### config.mk
export PLATFORM = sky130hd
export DESIGN_NAME = skdet_ram
export DESIGN_NICKNAME = d
export VERILOG_FILES = /design/src/rtl/skdet_ram.sv
export SDC_FILE = /design/constraint.sdc
export NUM_CORES = 1
export LEC_CHECK = 0
export ABC_CLOCK_PERIOD_IN_PS = 3300
export BUFFER_PORTS_ARGS = -buffer_cell sky130_fd_sc_hd__buf_2
export CAP_MARGIN = 20
export CORE_MARGIN = 3
export CORE_UTILIZATION = 40
export DETAILED_ROUTE_END_ITERATION = 10
export GPL_TIMING_DRIVEN = 0
export PLACE_DENSITY = 0.57
export SYNTH_ARGS = -nofsm -noshare
export SYNTH_HDL_FRONTEND = slang
export SYNTH_SLANG_ARGS = --single-unit
### constraint.sdc
create_clock -name clk -period 3.3 [get_ports clk]
set_input_delay 0.33 -clock clk [delete_from_list [all_inputs] [get_ports clk]]
set_output_delay 0.33 -clock clk [all_outputs]
set_load 0.01 [all_outputs]
### src/rtl/skdet_ram.sv
// Generic single-port synchronous RAM with registered read.
module skdet_ram #(
  parameter int WIDTH = 8,
  parameter int DEPTH = 16
) (
  input  logic                     clk,
  input  logic                     we,
  input  logic [$clog2(DEPTH)-1:0] addr,
  input  logic [WIDTH-1:0]         wdata,
  output logic [WIDTH-1:0]         rdata
);
  logic [WIDTH-1:0] mem [DEPTH];

  always_ff @(posedge clk) begin
    if (we) begin
      mem[addr] <= wdata;
    end
    rdata <= mem[addr];
  end
endmodule

* Word level (Yosys, flattened, before mapping)
Memory sizes are Yosys's and may differ from the RTL's. A register that Yosys moved wholly into a read port is not among the register bits. Index checks and enable logic that the tools add are counted. W data, S select, Z words.
Storage, ports and cells: register bits 0, bits in latches 0, RAM bits 128, bits in read-only memories 0, input bits 14, output and inout bits 8, word-level logic and storage cells 3, memories 1
Operators by class: $add $sub $neg 0, $mul 0, divide/modulo/power cells 0, $lt $le $gt $ge 0, equality and inequality tests 0, shifts and indexed selects 0, multiplexer cells 2, bitwise logic cells 0, reduce and logical (&&, ||, !) cells 0
Memory list:
- mem | depth 16, bits a word 8, rd ports 1, clocked after memory_dff 1, wr ports 1, line 12 | logic [WIDTH-1:0] mem [DEPTH];
Operator list (count):
- $mux W1 | 2

* Logic depth before layout (Yosys ltp)
depth after elaboration 2, mapped depth 5, mapped depth without buffers 3

* Worst setup path before layout
Ideal clock, no wire load.
path type input -> register, start point in addr[2], end point mem mem[0][0] (enable), setup time 0.383 ns, arrival time 1.440 ns, data required time 2.917 ns, slack 1.477 ns, cell stages on the path 2, path buffers 0, cell sequence or3b_2 -> nor3_1
RTL lines:
- start, declared | line 8 | input logic [$clog2(DEPTH)-1:0] addr,
- end, declared | line 12
No word-level cell before the write port.

* Worst setup path after layout
start point in addr[1], end point mem mem[3][5] (enable)
No word-level cell before the write port.

==> results.py <==
metrics = {
    "timing": {
        "period_minus_slack_ps": 1930,
        "worst_slew_pin_slew_ps": 815,
        "report.final.slew_viol_count": 0,
        "setup-tns-final_ps": 0,
        "rsz0062_at_grt": "false",
        "fmax_mhz": 519,
        "fin_skew_ps": 4.95,
        "post-route-period-util_pct": 58.4,
        "finalSetupViolCount": 0,
        "hold_viol_final": 0,
        "max-slew-margin-rel_pct": 45.5,
    },
    "synth": {
        "synth_area_um2": 5070,
        "ys_ff_latch": 136,
        "synth_fa_ha_area_share_pct": 0,
        "synthCells": 230,
        "synth_compound_area_share_pct": 2.37,
        "synth.yosys.seq_area_share_pct": 79.0,
        "synth_fp_nets": 244,
        "synth_top_family_by_area": "multiplexers",
        "synthXorXnorAreaFrac_pct": 0,
        "yosysWarnings": 0,
        "yosys.area_share.simple_pct": 3.21,
        "syn_avg_cell_area_um2": 22.0,
        "synthMuxAreaShare_pct": 14.2,
        "synth.distinct_cells": 18,
    },
    "cts": {
        "clock_sinks": 136,
        "cts_htree_levels": 4,
        "clk_pin_slew_worst_paths_ps": 60,
        "cts_hold_buf": 0,
        "cts_tree": "yes",
        "ctsRootBufferMaster": "clkbuf_16",
        "clkLatencyLatePin_ps": 410,
        "post_cts_buffers": 0,
        "cts_buffers": 17,
        "cts.path.max_buffers": 2,
        "cts-resized-gates": 0,
    },
    "power": {
        "p_int_uw": 3260,
        "sw_frac_of_total_pct": 19.8,
        "seqPwrFrac_pct": 47.7,
        "vdd_drop_max_v": 0.000313,
        "clkPwrFrac_pct": 47.7,
        "powerDensity_nw_per_um2": 676,
        "p_switching_uw": 804,
        "power_frac_comb_pct": 4.6,
        "p_leak_uw": 0.00195,
    },
    "place": {
        "post-dp-hpwl_mm": 6.33,
        "dpl_cell_area_um2": 5400,
        "place.gp.congestion": 0.723,
        "portBuffers": 19,
    },
    "floorplanning": {
        "row_count": 40,
        "io_pins": 22,
        "die-area_um2": 14100,
        "floorplan.initialDensity_pct": 41.5,
        "die_h_um": 119,
        "core_um2": 12200,
        "die_w_um": 119,
    },
    "route": {
        "drt_iter0_markers": 146,
        "firstDrtPassIters": 4,
        "drc": 0,
        "wl_per_cell_um": 21.9,
        "num_vias": 2334,
        "drt-total-wl_mm": 9.93,
        "viasPerCell": 5.15,
        "drtAntennaViolNets": 0,
    },
    "global_routing": {
        "grt_pass1_wl_mm": 14.7,
        "grtUsageTotal_pct": 15.0,
        "busiest_layer": "met2",
        "globalRouteMet3Util_pct": 4.83,
        "grt_start_max_net_pins": 17,
        "overflow": 0,
        "use_met1_pct": 20.0,
        "antenna_found_initial": 0,
        "grt_util_met2_pct": 22.7,
        "first_global_vias": 2396,
    },
    "status": {
        "outcome": "completed",
    },
    "setup_path": {
        "path_class": "input port to flip-flop",
        "max_stage_delay_ps": 690,
        "worstPathArrival_ps": 1960,
        "cp_max_fo": 10,
        "required_ps": 3340,
        "worstPathCellList": "buf_2 -> buf_1 -> nand2_1 -> nor2_1",
        "critPathTopFamily": "simple AND/OR/NAND/NOR gates",
        "cp_num_buf_inv": 2,
        "worstSetupEndpointType": "flip-flop",
        "slowest_stage": "nor2_1",
        "cp-start-kind": "input port",
    },
    "final_layout": {
        "diodes": 0,
        "syn2layout_area_growth_pct": 18.7,
        "final_common_cell": "edfxtp_1",
        "drive_gt1_share_pct": 31.6,
        "nets": 286,
        "stdcell_area_um2": 6010,
        "layout_common_cells": "128 x edfxtp_1, 32 x mux4_2, 21 x buf_2",
    },
    "min_path": {
        "hold_path.class": "input port to flip-flop",
    },
    "job": {
        "drv_cap": 0,
    },
}
[path summary, 6_finish.rpt]
kind / start / end / slack [ps] / depth (start not counted)
min: wdata[7] / mem[8][7]$_DFFE_PP_ / 330 / 1
min reg2reg: mem[11][4]$_DFFE_PP_ / rdata[4]$_DFF_P_ / 690 / 3
max: addr[1] / mem[3][5]$_DFFE_PP_ / 1370 / 4
max reg2reg: mem[3][2]$_DFFE_PP_ / rdata[2]$_DFF_P_ / 1890 / 3
[area by class of cell]
class / instances / area [um^2]
clock buffers: 18 / 429
plain buffers: 11 / 60.1
repair buffers: 23 / 125
well taps: 168 / 210
multi-input cells: 83 / 1000
fillers: 1017 / 6200
flip-flops and latches: 136 / 4000
clock inverters: 14 / 181
[sequential cells by signal, summed over array words and instances, names as in the netlist]
| signal | flops |
|---|---|
| mem | 128 |
| rdata | 8 |
[cells by family after synthesis]
group,Yosys count
compound gates,16
buf+inv,11
flops,136
mux,32
simple gates,35
[routing by layer]
layer | wire length (um) | up-vias
li1 | - | 1045
met1 | 4350 | 1207
met2 | 4850 | 70
met3 | 512 | 12
met4 | 208 | 0
met5 | 0 | -
[synthesized netlist by cell type]
cell      count  area (um^2)
edfxtp_1    128         3840
mux4_2       32          721
a22oi_1      16          120
nor2_1       13         48.8
nand2_1       9         33.8
dfxtp_1       8          160
buf_1         4         15.0
nor3_1        4         20.0
buf_2         2         10.0
buf_6         2         22.5
clkbuf_1      2         7.51
nand2b_1      2         12.5
nand3b_1      2         15.0
nor2b_1       2         12.5
and2_1        1         6.26
clkbuf_2      1         5.00
nand3_1       1         5.00
or3b_2        1         8.76
[per-stage QoR]
step	total power [uW]	instances	utilization, %	setup slack (ps)	hold WS, ps
3_5_place_dp	2170	421	44.2	941	685
5_1_grt	4180	453	49.2	1260	324
6_report	4060	453	49.2	1370	326
2_1_floorplan	2080	230	-	1480	429
4_1_cts	4100	453	49.2	1360	317
3_3_place_gp	2160	417	44.0	857	673
[worst reg2reg max path, cell delays in order (launching register included)]
cell and delay, ps:
edfxtp_1 350, mux4_2 500, a22oi_1 320, nand2_1 120
[power by group through the flow]
stage | combinational [uW] | clock [uW] | sequential, uW
after floorplan | 99.5 | 0 | 1980
after global placement | 185 | 0 | 1970
after detailed placement | 189 | 0 | 1980
after CTS | 190 | 1970 | 1940
after global routing | 201 | 2040 | 1940
final | 186 | 1940 | 1940
No activity file was read; power rests on OpenSTA's default activity.
